### src/design/drlt_pkg.sv
// Shared types, register map and constants of the display register and line timer block.
package drlt_pkg;

  localparam int unsigned LINE_W          = 8;
  localparam int unsigned LinesPerFrameDef = 159;
  localparam int unsigned VisibleLinesDef  = 144;
  localparam logic [7:0]  LINE_RESET      = 8'd145;

  localparam int unsigned DISP_DEPTH      = 22;
  localparam int unsigned DISP_IDX_W      = 5;
  localparam int unsigned GRAY_DEPTH      = 4;
  localparam int unsigned PAL_DEPTH       = 32;
  localparam int unsigned PAL_W           = 6;
  localparam int unsigned TMR_W           = 16;

  // Operation codes
  localparam logic [1:0] OP_READ  = 2'd0;
  localparam logic [1:0] OP_WRITE = 2'd1;
  localparam logic [1:0] OP_TICK  = 2'd2;

  // Register map
  localparam logic [7:0] ADDR_DISP_LAST = 8'h15;
  localparam logic [7:0] ADDR_LINE      = 8'h02;
  localparam logic [7:0] ADDR_LINE_CMP  = 8'h03;
  localparam logic [7:0] ADDR_MASKED    = 8'h04;
  localparam logic [5:0] ADDR_GRAY_HI   = 6'h07;   // 0x1C..0x1F
  localparam logic [2:0] ADDR_PAL_HI    = 3'b001;  // 0x20..0x3F
  localparam logic [7:0] ADDR_VMODE     = 8'h60;
  localparam logic [7:0] ADDR_ID        = 8'hA0;
  localparam logic [7:0] ADDR_TCTL      = 8'hA2;
  localparam logic [7:0] ADDR_HB_LO     = 8'hA4;
  localparam logic [7:0] ADDR_HB_HI     = 8'hA5;
  localparam logic [7:0] ADDR_VB_LO     = 8'hA6;
  localparam logic [7:0] ADDR_VB_HI     = 8'hA7;
  localparam logic [7:0] ADDR_HBC_LO    = 8'hA8;
  localparam logic [7:0] ADDR_HBC_HI    = 8'hA9;
  localparam logic [7:0] ADDR_VBC_LO    = 8'hAA;
  localparam logic [7:0] ADDR_VBC_HI    = 8'hAB;

  localparam logic [DISP_IDX_W-1:0] LINE_CMP_IDX = 5'd3;
  localparam logic [7:0] LINE_CMP_RESET = 8'hBB;
  localparam logic [7:0] MASKED_BITS    = 8'h3F;
  localparam logic [7:0] ID_COLOR       = 8'h87;
  localparam logic [7:0] ID_MONO        = 8'h86;
  localparam logic [7:0] GRAY_RESET     = 8'hFF;

  // Timer control bits
  localparam int unsigned TCTL_HB_EN   = 0;
  localparam int unsigned TCTL_HB_LOOP = 1;
  localparam int unsigned TCTL_VB_EN   = 2;
  localparam int unsigned TCTL_VB_LOOP = 3;

  typedef struct packed {
    logic [1:0] op;
    logic [7:0] addr;
    logic [7:0] wdata;
  } in_t;

  typedef struct packed {
    logic [7:0] rdata;
    logic       frame_done;
    logic       irq_vblank;
    logic       irq_hblank_timer;
    logic       irq_line_hit;
    logic       irq_vblank_timer;
  } out_t;

  typedef struct packed {
    logic wr_lo;
    logic wr_hi;
    logic load;
    logic step;
    logic en;
    logic loop;
  } tmr_ctrl_t;

endpackage

### src/design/drlt_timer.sv
// Countdown timer with a byte-writable 16-bit period, reload and loop mode.
module drlt_timer (
  input  logic                                clk_i,
  input  logic                                rst_ni,
  input  drlt_pkg::tmr_ctrl_t                 ctrl_i,
  input  logic [7:0]                          wdata_i,
  output logic [drlt_pkg::TMR_W-1:0]          period_o,
  output logic [drlt_pkg::TMR_W-1:0]          count_o,
  output logic                                expired_o
);

  logic [drlt_pkg::TMR_W-1:0] period_q, period_d;
  logic [drlt_pkg::TMR_W-1:0] count_q, count_d;
  logic [drlt_pkg::TMR_W-1:0] count_dec;

  assign count_dec = count_q - drlt_pkg::TMR_W'(1);

  always_comb begin
    period_d  = period_q;
    count_d   = count_q;
    expired_o = 1'b0;
    if (ctrl_i.wr_lo) begin
      period_d[7:0] = wdata_i;
    end
    if (ctrl_i.wr_hi) begin
      period_d[15:8] = wdata_i;
    end
    priority if (ctrl_i.wr_hi) begin
      count_d = period_d;
    end else if (ctrl_i.load) begin
      count_d = period_q;
    end else if (ctrl_i.step && ctrl_i.en && (count_q != '0)) begin
      count_d = count_dec;
      if (count_dec == '0) begin
        expired_o = 1'b1;
        if (ctrl_i.loop) begin
          count_d = period_q;
        end
      end
    end else begin
      // idle, disabled or already at zero: hold
      count_d = count_q;
    end
  end

  always_ff @(posedge clk_i or negedge rst_ni) begin
    if (!rst_ni) begin
      period_q <= '0;
      count_q  <= '0;
    end else begin
      period_q <= period_d;
      count_q  <= count_d;
    end
  end

  assign period_o = period_q;
  assign count_o  = count_q;

endmodule

### src/design/display_regs_line_timers.sv
// Top level: display register file, scanline counter and the two line timers.
// A transaction that is taken lands in the input register, and its result is loaded
//   into the result register when that slot is free or being drained, one per cycle.
// The single state-update stage retires one item a cycle while the result is not stalled.
// Reset: asynchronous, active low; line counter to 145, line compare to 0xBB,
//   gray levels to full scale, other control and state registers, periods and counters to zero.
module display_regs_line_timers #(
  parameter int unsigned LINES_PER_FRAME = drlt_pkg::LinesPerFrameDef,
  parameter int unsigned VISIBLE_LINES   = drlt_pkg::VisibleLinesDef
) (
  input  logic           clk_i,
  input  logic           rst_ni,
  input  logic           cfg_we_i,
  input  logic           cfg_wdata_i,
  input  logic           in_valid_i,
  output logic           in_ready_o,
  input  drlt_pkg::in_t  in_i,
  output logic           out_valid_o,
  input  logic           out_ready_i,
  output drlt_pkg::out_t out_o
);

  localparam int unsigned LW = drlt_pkg::LINE_W;

  // Model select register
  logic color_q;

  // Input stage
  logic          in_valid_q;
  drlt_pkg::in_t in_q;
  logic          advance;

  // Result stage
  logic           res_valid_q;
  drlt_pkg::out_t res_q, res_d;

  // Architectural state
  logic [LW-1:0]                line_q, line_d;
  logic [7:0]                   disp_q [drlt_pkg::DISP_DEPTH];
  logic [7:0]                   gray_q [drlt_pkg::GRAY_DEPTH];
  logic [drlt_pkg::PAL_W-1:0]   pal_q  [drlt_pkg::PAL_DEPTH];
  logic [7:0]                   vmode_q;
  logic [7:0]                   tctl_q;

  // Decoded item
  logic is_rd, is_wr, is_tick;
  logic in_gray, in_pal, in_disp;
  logic [drlt_pkg::DISP_IDX_W-1:0] disp_idx;

  // Timers
  drlt_pkg::tmr_ctrl_t         hb_ctrl, vb_ctrl;
  logic [drlt_pkg::TMR_W-1:0]  hb_period, hb_count, vb_period, vb_count;
  logic                        hb_expired, vb_expired;

  // Line arithmetic
  logic [LW:0]   line_inc;
  logic [LW-1:0] line_next;
  logic [7:0]    rd_data;
  logic [drlt_pkg::PAL_W-1:0] pal_rd;

  // ------------------------------------------------------------------
  // Handshake: the input register moves into the result register when
  // the result slot is free or being drained this cycle. The input side
  // stays open while a finished result waits, as long as the input
  // register is empty or can itself move on.
  // ------------------------------------------------------------------
  assign advance    = in_valid_q && (!res_valid_q || out_ready_i);
  assign in_ready_o = !in_valid_q || advance;

  always_ff @(posedge clk_i or negedge rst_ni) begin
    if (!rst_ni) begin
      in_valid_q  <= 1'b0;
      res_valid_q <= 1'b0;
      color_q     <= 1'b0;
    end else begin
      if (in_ready_o) begin
        in_valid_q <= in_valid_i;
      end
      if (advance) begin
        res_valid_q <= 1'b1;
      end else if (out_ready_i) begin
        res_valid_q <= 1'b0;
      end
      if (cfg_we_i) begin
        color_q <= cfg_wdata_i;
      end
    end
  end

  // Payload registers, no reset needed
  always_ff @(posedge clk_i) begin
    if (in_valid_i && in_ready_o) begin
      in_q <= in_i;
    end
    if (advance) begin
      res_q <= res_d;
    end
  end

  // ------------------------------------------------------------------
  // Decode of the transaction in the input register
  // ------------------------------------------------------------------
  assign is_rd   = advance && (in_q.op == drlt_pkg::OP_READ);
  assign is_wr   = advance && (in_q.op == drlt_pkg::OP_WRITE);
  assign is_tick = advance && (in_q.op == drlt_pkg::OP_TICK);

  assign in_gray  = (in_q.addr[7:2] == drlt_pkg::ADDR_GRAY_HI);
  assign in_pal   = (in_q.addr[7:5] == drlt_pkg::ADDR_PAL_HI);
  assign in_disp  = (in_q.addr <= drlt_pkg::ADDR_DISP_LAST);
  assign disp_idx = in_q.addr[drlt_pkg::DISP_IDX_W-1:0];

  // ------------------------------------------------------------------
  // Line counter: wraps modulo LINES_PER_FRAME
  // ------------------------------------------------------------------
  assign line_inc  = {1'b0, line_q} + (LW+1)'(1);
  assign line_next = (line_inc == (LW+1)'(LINES_PER_FRAME)) ? '0 : line_inc[LW-1:0];
  assign line_d    = is_tick ? line_next : line_q;

  // ------------------------------------------------------------------
  // Timers. Enable rising edge and high-byte writes reload the counter.
  // The vblank timer only steps on wrap to line 0.
  // ------------------------------------------------------------------
  always_comb begin
    hb_ctrl.wr_lo = is_wr && (in_q.addr == drlt_pkg::ADDR_HB_LO);
    hb_ctrl.wr_hi = is_wr && (in_q.addr == drlt_pkg::ADDR_HB_HI);
    hb_ctrl.load  = is_wr && (in_q.addr == drlt_pkg::ADDR_TCTL) &&
                    in_q.wdata[drlt_pkg::TCTL_HB_EN] && !tctl_q[drlt_pkg::TCTL_HB_EN];
    hb_ctrl.step  = is_tick;
    hb_ctrl.en    = tctl_q[drlt_pkg::TCTL_HB_EN];
    hb_ctrl.loop  = tctl_q[drlt_pkg::TCTL_HB_LOOP];

    vb_ctrl.wr_lo = is_wr && (in_q.addr == drlt_pkg::ADDR_VB_LO);
    vb_ctrl.wr_hi = is_wr && (in_q.addr == drlt_pkg::ADDR_VB_HI);
    vb_ctrl.load  = is_wr && (in_q.addr == drlt_pkg::ADDR_TCTL) &&
                    in_q.wdata[drlt_pkg::TCTL_VB_EN] && !tctl_q[drlt_pkg::TCTL_VB_EN];
    vb_ctrl.step  = is_tick && (line_next == '0);
    vb_ctrl.en    = tctl_q[drlt_pkg::TCTL_VB_EN];
    vb_ctrl.loop  = tctl_q[drlt_pkg::TCTL_VB_LOOP];
  end

  drlt_timer u_hb_timer (
    .clk_i     (clk_i),
    .rst_ni    (rst_ni),
    .ctrl_i    (hb_ctrl),
    .wdata_i   (in_q.wdata),
    .period_o  (hb_period),
    .count_o   (hb_count),
    .expired_o (hb_expired)
  );

  drlt_timer u_vb_timer (
    .clk_i     (clk_i),
    .rst_ni    (rst_ni),
    .ctrl_i    (vb_ctrl),
    .wdata_i   (in_q.wdata),
    .period_o  (vb_period),
    .count_o   (vb_count),
    .expired_o (vb_expired)
  );

  // ------------------------------------------------------------------
  // Register file writes. Gray levels are held in read-back form, one
  // byte per address. The line register is read only, and the byte
  // after line compare keeps its low six bits.
  // ------------------------------------------------------------------
  always_ff @(posedge clk_i or negedge rst_ni) begin
    if (!rst_ni) begin
      line_q  <= drlt_pkg::LINE_RESET;
      vmode_q <= '0;
      tctl_q  <= '0;
      for (int i = 0; i < drlt_pkg::DISP_DEPTH; i++) begin
        disp_q[i] <= (i == int'(drlt_pkg::LINE_CMP_IDX)) ? drlt_pkg::LINE_CMP_RESET : '0;
      end
      for (int i = 0; i < drlt_pkg::GRAY_DEPTH; i++) begin
        gray_q[i] <= drlt_pkg::GRAY_RESET;
      end
      for (int i = 0; i < drlt_pkg::PAL_DEPTH; i++) begin
        pal_q[i] <= '0;
      end
    end else begin
      line_q <= line_d;
      if (is_wr) begin
        priority if (in_gray) begin
          gray_q[in_q.addr[1:0]] <= in_q.wdata;
        end else if (in_pal) begin
          pal_q[in_q.addr[4:0]] <= {in_q.wdata[6:4], in_q.wdata[2:0]};
        end else if (in_disp) begin
          if (in_q.addr == drlt_pkg::ADDR_MASKED) begin
            disp_q[disp_idx] <= in_q.wdata & drlt_pkg::MASKED_BITS;
          end else if (in_q.addr != drlt_pkg::ADDR_LINE) begin
            disp_q[disp_idx] <= in_q.wdata;
          end
        end else if (in_q.addr == drlt_pkg::ADDR_VMODE) begin
          vmode_q <= in_q.wdata;
        end else if (in_q.addr == drlt_pkg::ADDR_TCTL) begin
          tctl_q <= in_q.wdata;
        end else begin
          // read-only or unmapped: ignored
          tctl_q <= tctl_q;
        end
      end
    end
  end

  // ------------------------------------------------------------------
  // Read mux
  // ------------------------------------------------------------------
  assign pal_rd = pal_q[in_q.addr[4:0]];

  always_comb begin
    priority if (in_gray) begin
      rd_data = gray_q[in_q.addr[1:0]];
    end else if (in_pal) begin
      rd_data = {1'b0, pal_rd[5:3], 1'b0, pal_rd[2:0]};
    end else if (in_disp) begin
      rd_data = (in_q.addr == drlt_pkg::ADDR_LINE) ? line_q : disp_q[disp_idx];
    end else begin
      unique case (in_q.addr)
        drlt_pkg::ADDR_VMODE:  rd_data = vmode_q;
        drlt_pkg::ADDR_ID:     rd_data = color_q ? drlt_pkg::ID_COLOR : drlt_pkg::ID_MONO;
        drlt_pkg::ADDR_TCTL:   rd_data = tctl_q;
        drlt_pkg::ADDR_HB_LO:  rd_data = hb_period[7:0];
        drlt_pkg::ADDR_HB_HI:  rd_data = hb_period[15:8];
        drlt_pkg::ADDR_VB_LO:  rd_data = vb_period[7:0];
        drlt_pkg::ADDR_VB_HI:  rd_data = vb_period[15:8];
        drlt_pkg::ADDR_HBC_LO: rd_data = hb_count[7:0];
        drlt_pkg::ADDR_HBC_HI: rd_data = hb_count[15:8];
        drlt_pkg::ADDR_VBC_LO: rd_data = vb_count[7:0];
        drlt_pkg::ADDR_VBC_HI: rd_data = vb_count[15:8];
        default:               rd_data = '0;
      endcase
    end
  end

  // ------------------------------------------------------------------
  // Result assembly. Flags only on ticks, read data only on reads.
  // ------------------------------------------------------------------
  always_comb begin
    res_d                  = '0;
    res_d.rdata            = is_rd ? rd_data : '0;
    res_d.frame_done       = is_tick && (line_q == LW'(VISIBLE_LINES));
    res_d.irq_vblank       = is_tick && (line_q == LW'(VISIBLE_LINES));
    res_d.irq_hblank_timer = is_tick && hb_expired;
    res_d.irq_line_hit     = is_tick && (line_next == disp_q[drlt_pkg::LINE_CMP_IDX]);
    res_d.irq_vblank_timer = is_tick && vb_expired;
  end

  assign out_valid_o = res_valid_q;
  assign out_o       = res_q;

  // ------------------------------------------------------------------
  // Assertions
  // ------------------------------------------------------------------
  a_line_range: assert property (@(posedge clk_i) disable iff (!rst_ni)
    (line_q < LW'(LINES_PER_FRAME)) || (line_q == drlt_pkg::LINE_RESET))
    else $error("line counter out of range");

  a_no_flags_off_tick: assert property (@(posedge clk_i) disable iff (!rst_ni)
    advance && (in_q.op != drlt_pkg::OP_TICK) |=>
      !res_q.frame_done && !res_q.irq_vblank && !res_q.irq_hblank_timer &&
      !res_q.irq_line_hit && !res_q.irq_vblank_timer)
    else $error("interrupt flag on a non-tick transaction");

  a_vbt_on_wrap: assert property (@(posedge clk_i) disable iff (!rst_ni)
    advance && (in_q.op == drlt_pkg::OP_TICK) |=>
      (!res_q.irq_vblank_timer || (line_q == '0)))
    else $error("vblank timer fired away from line 0");

  a_stall_holds_input: assert property (@(posedge clk_i) disable iff (!rst_ni)
    in_valid_q && !advance |=> in_valid_q && $stable(in_q))
    else $error("stalled input register lost its transaction");

  a_result_held: assert property (@(posedge clk_i) disable iff (!rst_ni)
    res_valid_q && !out_ready_i |=> res_valid_q && $stable(res_q))
    else $error("pending result overwritten");

endmodule
### config.mk
export PLATFORM = sky130hd
export DESIGN_NAME = display_regs_line_timers
export DESIGN_NICKNAME = d
export VERILOG_FILES = /design/src/design/drlt_pkg.sv /design/src/design/drlt_timer.sv /design/src/design/display_regs_line_timers.sv
export SDC_FILE = /design/constraint.sdc
export NUM_CORES = 1
export LEC_CHECK = 0
export BUFFER_PORTS_ARGS = -buffer_cell sky130_fd_sc_hd__buf_2
export CAP_MARGIN = 30
export CORE_MARGIN = 4
export CORE_UTILIZATION = 50
export CTS_CLUSTER_DIAMETER = 80
export DETAILED_ROUTE_END_ITERATION = 6
export GPL_TIMING_DRIVEN = 0
export PLACE_DENSITY = 0.66
export SETUP_SLACK_MARGIN = 0.02
export SLEW_MARGIN = 30
export SYNTH_ARGS = -nofsm -noshare
export SYNTH_HDL_FRONTEND = slang
export SYNTH_HIERARCHICAL = 1
export SYNTH_SLANG_ARGS = --single-unit
export TNS_END_PERCENT = 5
### constraint.sdc
create_clock -name clk_i -period 3.4 [get_ports clk_i]
set_input_delay 0.68 -clock clk_i [delete_from_list [all_inputs] [get_ports clk_i]]
set_output_delay 0.68 -clock clk_i [all_outputs]
set_load 0.02 [all_outputs]
==> qor.txt, run 1 <==
Status - complete, but fails checks
Failing checks - negative setup slack
R2R depth - 9
Vias per cell - 6.44
Clock Path Buffers - 3
Final Max Tran Viols - 0
Synthesized area per cell - 13.0 µm²
Sequential power share - 47.4%
Final instance area - 29200 µm²
Layout area overhead - 12.6%
Worst setup EP type - flip-flop
Initial DRC count - 1693
CP required - 3.69 ns
Share of the yosys chip area belonging to registers - 51.0%
Post-synth EDFFs - 30
Hold path start - in_i[13]
Die Footprint - 55600 µm²
Kind of start point of the critical path - flip-flop
Pint - 10.3 mW
RSZ-0062 raised after global routing - true
Final worst-path cycle share - 101%
Filler instances - 4210
Critical path fanouts, max - 10
Routed Antenna Nets - 0
FP Rows - 83
Antenna violations before repair - 4
Worst Skew - 0.0221 ns
Die height - 236 µm
Multi-input gate area - 12000 µm²
Final Hold Viols - 0
Synth Warn # - 6
Nets - 2129
Clock share of power - 42.8%
Global-route wire length before repair - 121 mm
Origin of the critical flop-to-flop path - disp_idx[1]$_DFFE_PP_
Setup WS post-layout - -0.0189 ns
Layout cells sized above 1 - 38.6%
Global route total overflow - 0
Slew @ Worst Pin - 0.982 ns
# port buffers - 38
Sw power - 3.55 mW
Core area - 51300 µm²
TritonCTS Buffers - 54
Clk root buf - clkbuf_16
Via count - 18200
Storage cell area - 13200 µm²
Synthesized area - 25900 µm²
Clock transition at the registers of the reported paths - 0.06 ns
CP Class - flip-flop to flip-flop
Async SR Flop Fraction - 94.2%
WL/cell - 28.5 µm
H-tree Lvls - 2
Vias in the first global route - 18400
Sink Count - 521
Part of the power in combinational logic - 9.8%
Leak Pwr - 13.3 nW
Detail Placement HPWL - 56.4 mm
Cells after Synth - 1990
R2R Path End - out_o[11]$_SDFFCE_PN0P_
Clock period minus worst slack - 3.42 ns
WP data arrival - 3.71 ns
Synthesized flop and latch total - 521
Drt drc - 0
Library cells used by synthesis - 95
Slew margin rel. - 34.5%
Share of the synthesized area in the top cell type - 43.4%
MaxCap Viol Count - 0
Worst skew pair latency - 0.61 ns
Final GP Congestion - 0.956
Tot GR Track Use - 28.6%
Initial Util - 50.6%
Setup Viol. Count Final - 2
Peak Freq - 292 MHz
Peak supply drop - 419 µV
Overall die width - 236 µm
Flop-to-flop setup slack - -0.02 ns
Largest net degree at the start of global routing - 94
Hold Crit Class - input port to flip-flop
TritonRoute pass-1 iters - 7
Final core occ - 56.9%
Syn Nets - 2023
Top FF cell, synth - dfrtp_1
Hold Path End - in_q[13]$_DFFE_PP_
Power per Cell Area - 474 nW/µm²
Post-DP Area - 27200 µm²
Net Sw Frac - 25.6%
I/O Pins - 39
Cell taking the most area after synthesis - dfrtp_1
CTS tree - built
Synth area leaders - dfrtp_1 43%, mux2_2 17%, mux4_2 8.9%
Post-Route WL - 80.4 mm
WHS Path Cells - 1
## worst max-delay path by stage
stage                                     start                           endpoint  depth (start not counted)
after floorplan           line_q[0]$_DFFE_PN1P_  u_vb_timer/count_o[0]$_DFFE_PN0P_                         13
after global placement                   rst_ni              pal_q[53]$_DFFE_PN0P_                          1
after detailed placement  disp_idx[3]$_DFFE_PP_                 out_o[0]$_DFFE_PP_                         11
after CTS                 disp_idx[1]$_DFFE_PP_             out_o[7]$_SDFFCE_PN0P_                          9
after global routing      disp_idx[0]$_DFFE_PP_             pal_q[156]$_DFFE_PN0P_                          8
final                     disp_idx[1]$_DFFE_PP_            out_o[11]$_SDFFCE_PN0P_                          9
## area by class of cell
type                            instances  area share, %
Sequential cell                       521           45.3
Multi-Input combinational cell       1279           41.0
Clock buffer                           76           5.29
Tap cell                              680           2.91
Buffer                                153           2.81
Timing Repair Buffer                   50           1.48
Clock inverter                         22          0.720
Inverter                               37          0.484
Antenna cell                            2         0.0171
## critical path, cell delays in order, from the launching register on
cell and delay, ns:
edfxtp_1 0.34, buf_2 0.26, buf_2 0.36, buf_2 0.45
clkbuf_8 0.34, mux4_2 0.38, a22oi_1 0.23, nor2_1 0.05
o21ai_0 0.39, nand3_1 0.26
## placed cells by master, fill, tap and decap left out, drive strengths merged, types with 14 or more instances in the layout
master,instances
dfrtp,450
mux2,394
clkbuf,166
nand2,124
buf,111
nor2,104
mux4,103
o21ai,82
nand3,47
mux2i,41
dfstp,41
inv,38
edfxtp,30
a22oi,19
nand2b,19
a21oi,19
nor4,18
xor2,17
xnor2,16
or3,16
and2,15
nor3,15
clkinv,15
a211oi,14
a221oi,14
## repair_timing
action	4_1_cts	5_1_grt
setup endpoints to repair	122	91
pin swaps	2	1
endpoints found under the hold margin	11	0
hold buffers	1	0
cloned	0	0
resized for setup	53	35
buffers inserted	1	3
## cell usage after synthesis (all sizes together), types with 15 or more instances
master and number:
buf 60, edfxtp 30, a22oi 19, a21oi 19, nand3 47, inv 37, nor4 18, mux2i 41
xor2 17, clkbuf 93, and2 15, mux2 394, nor2 104, o21ai 82, mux4 103, nand2b 19
nor3 15, nand2 124, dfrtp 450, dfstp 41, xnor2 16, or3 16
## logic make-up (layout without fill, tap and decap cells)
logic type	Yosys count	after routing	share of synthesized area (%)
other cells	0	2	0
xor+xnor	33	33	1.11
flops	521	521	51.0
mux	538	538	27.6
compound gates	266	266	7.59
buf+inv	190	338	3.20
fa+ha+maj	9	9	0.434
simple gates	433	433	9.01
## power groups by stage
stage / logic [mW] / registers, mW / clock network, mW
6_report: 1.36 / 6.57 / 5.93
5_1_grt: 1.45 / 6.57 / 6.27
4_1_cts: 1.33 / 6.57 / 6.02
3_5_place_dp: 1.31 / 6.68 / 0
3_3_place_gp: 1.26 / 6.67 / 0
2_1_floorplan: 0.775 / 6.60 / 0
## stage by stage
| step | TNS (ns) | hold WS, ns | setup WS (ns) | instances | power (mW) |
|---|---|---|---|---|---|
| 6_report | -0.0208 | 0.245 | -0.0189 | 2820 | 13.9 |
| 2_1_floorplan | 0 | 0.384 | 0.352 | 1990 | 7.37 |
| 3_5_place_dp | -64.61 | 0.446 | -1.16 | 2714 | 7.99 |
| 5_1_grt | -0.200 | 0.232 | -0.0294 | 2818 | 14.3 |
| 3_3_place_gp | -3854.97 | 0.435 | -8.05 | 2708 | 7.94 |
| 4_1_cts | -0.104 | 0.215 | -0.0253 | 2814 | 13.9 |
## per-layer routing
metal	part of all wire [%]	wire length (µm)	vias up	GRT usage, %
li1	-	-	7617	-
met1	41	33300	9516	40.1
met2	46	37200	846	44.9
met3	8.2	6610	185	5.31
met4	4.1	3320	0	10.7
met5	0	0	-	0
Power figures use the tool's default switching activity.
==> inputs of run 2 (changes only) <==
--- a/config.mk
+++ b/config.mk
@@ -14,3 +14,3 @@
 export GPL_TIMING_DRIVEN = 0
-export PLACE_DENSITY = 0.66
+export PLACE_DENSITY = 0.75
 export SETUP_SLACK_MARGIN = 0.02
--- a/constraint.sdc
+++ b/constraint.sdc
@@ -3,2 +3,2 @@
 set_output_delay 0.68 -clock clk_i [all_outputs]
-set_load 0.02 [all_outputs]
+set_load 0.05 [all_outputs]
==> run 2 against run 1 <==
Net effect:
- the flow still finishes with violations (negative setup slack)
- critical path depth decreased by 2
- fmax is 0.18% lower
- non-clock buffer count fell by 1
- flip-flop and latch count unchanged
- largest cell class unchanged
- via count increased by 1.8%
==> qor.txt, run 2 (same netlist as run 1, synthesis figures left out) <==
RSZ-0062 raised after global routing - true
WP data arrival - 3.92 ns (+0.21 ns)
Setup WS post-layout - -0.0250 ns (-0.00609 ns)
Layout area overhead - 13.2%
Crit-path leading delay family - simple AND/OR/NAND/NOR gates
CTS tree - built
Slew margin rel. - 35.9% (+1.3 points)
Tot GR Track Use - 27.8% (-0.77 points)
Worst Skew - 0.0261 ns (+0.00397 ns)
TritonCTS Buffers - 55 (+1.9%)
Peak Freq - 292 MHz (-0.18%)
# port buffers - 38 (unchanged)
WL/cell - 27.7 µm (-2.9%)
CP Buf/Inv Count - 3 (-1)
Failing checks - negative setup slack
Overall die width - 236 µm (unchanged)
Hold-fix buffers, CTS - 0 (-1)
H-tree Lvls - 2 (unchanged)
Largest net degree at the start of global routing - 92 (-2.1%)
Most common cell after layout, fill and taps aside - dfrtp_1
Final Hold Viols - 0 (unchanged)
Flop-to-flop setup slack - -0.02 ns (about the same)
TritonRoute pass-1 iters - 5 (-2)
Drt drc - 0 (unchanged)
Vias in the first global route - 18700 (+2.0%)
Die height - 236 µm (unchanged)
Clock Path Buffers - 3 (unchanged)
Critical path fanouts, max - 10 (unchanged)
Peak supply drop - 373 µV (-11%)
Clock transition at the registers of the reported paths - 0.06 ns (about the same)
Initial DRC count - 2339 (+38%)
CP Class - flip-flop to flip-flop
Final core occ - 57.2% (+0.31 points)
Antenna diodes - 0 (-2)
R2R Path End - pal_q[24]$_DFFE_PN0P_
Kind of start point of the critical path - flip-flop
MaxCap Viol Count - 0 (unchanged)
Critical path cell sequence - buf_2 > buf_4 > and2_1 > clkbuf_1 > nand2_1 > nor2_1 > mux2_2
Slew @ Worst Pin - 0.962 ns (-0.0202 ns)
Multi-input gate area - 11900 µm² (-0.16%)
Most frequent cells in the layout - 449 x dfrtp_1, 394 x mux2_2, 123 x nand2_1
CP max stage delay - 0.71 ns (+0.26 ns)
Worst skew pair latency - 0.62 ns (about the same)
Post-Route WL - 78.1 mm (-2.9%)
Antenna violations before repair - 0 (-4)
Core area - 51300 µm² (unchanged)
Storage cell area - 13200 µm² (unchanged)
R2R depth - 7 (-2)
Worst setup EP type - flip-flop
CP required - 3.90 ns (+0.21 ns)
Clk root buf - clkbuf_16
Status - complete, but fails checks
Final Max Tran Viols - 0 (unchanged)
Global-route wire length before repair - 119 mm (-1.7%)
I/O Pins - 39 (unchanged)
FP Rows - 83 (unchanged)
Via count - 18500 (+1.8%)
Clock period minus worst slack - 3.42 ns (+0.00609 ns)
Origin of the critical flop-to-flop path - disp_idx[0]$_DFFE_PP_
Detail Placement HPWL - 54.1 mm (-4.1%)
Vias per cell - 6.55 (+1.8%)
Die Footprint - 55600 µm² (unchanged)
Routed Antenna Nets - 0 (unchanged)
Setup Viol. Count Final - 9 (+7)
Final worst-path cycle share - 101% (+0.18 points)
Slowest CP cell - clkbuf_1
Hold Crit Class - input port to async pin
Final GP Congestion - 0.998 (+4.5%)
Filler instances - 4071 (-3.3%)
Placed Cells - 2714 (unchanged)
Final non-filler cell total - 2822 (+0.071%)
Global route total overflow - 0 (unchanged)
Initial Util - 50.6% (unchanged)
Leak Pwr - 13.4 nW (+0.79%)
Layout cells sized above 1 - 39.0% (+0.44 points)
Nets - 2129 (unchanged)
Power per Cell Area - 492 nW/µm² (+3.8%)
Sink Count - 521 (unchanged)
-- run 2: cell count changes in the layout (fill, tap and decap cells not counted), sizes merged --
| cell | before | now |
|---|---|---|
| bufinv | 4 | 7 |
| clkbuf | 166 | 174 |
| clkdlybuf4s15 | 1 | 0 |
| clkinv | 15 | 10 |
| diode | 2 | 0 |
| dlygate4sd3 | 1 | 0 |
-- run 2: area by class of cell --
type	instances	area share, %
Multi-Input combinational cell	1279	40.7
Clock inverter	20	1.07
Sequential cell	521	45.1
Clock buffer	83	5.66
Inverter	37	0.477
Buffer	152	2.70
Tap cell	680	2.90
Timing Repair Buffer	50	1.44
-- run 2: worst max-delay path by stage --
stage,start,to,cells after the start
after floorplan,line_q[0]$_DFFE_PN1P_,u_vb_timer/count_o[0]$_DFFE_PN0P_,13
after global placement,rst_ni,pal_q[53]$_DFFE_PN0P_,1
after detailed placement,disp_idx[3]$_DFFE_PP_,out_o[0]$_DFFE_PP_,11
after CTS,disp_idx[0]$_DFFE_PP_,out_o[9]$_SDFFCE_PN0P_,10
after global routing,disp_idx[1]$_DFFE_PP_,out_o[7]$_SDFFCE_PN0P_,10
final,disp_idx[0]$_DFFE_PP_,pal_q[24]$_DFFE_PN0P_,7
-- run 2: routing by layer --
layer	part of all wire [%]	vias up	track usage [%]
met5	0	-	0
met4	5.7	0	13.2
met3	9.3	274	5.99
met2	45	1048	42.5
met1	40	9547	38.3
li1	-	7629	-
-- run 2: stage by stage --
step | total power, mW | area (µm²) | TNS (ns) | hold slack [ns] | worst slack (ns)
after floorplan | 7.40 | 25900 | 0 | 0.384 | 0.352
final | 14.5 | 29400 | -0.0920 | 0.0813 | -0.0250
after global routing | 14.9 | 29400 | -0.368 | 0.126 | -0.0598
after detailed placement | 7.98 | 27200 | -47.42 | 0.450 | -1.12
after global placement | 7.92 | 27000 | -3703.67 | 0.436 | -7.78
after CTS | 14.4 | 29300 | -0.173 | 0.0869 | -0.0319
-- run 2: where the power goes --
part	switching (mW)	internal, mW
combinational	0.935	0.468
sequential	0.147	6.39
clock	2.60	3.91
-- run 2: repair_timing --
| action | in CTS | in global routing |
|---|---|---|
| resized for setup | 47 | 26 |
| pin swaps | 1 | 1 |
| endpoints found under the setup margin | 123 | 72 |
| buffers inserted | 1 | 5 |
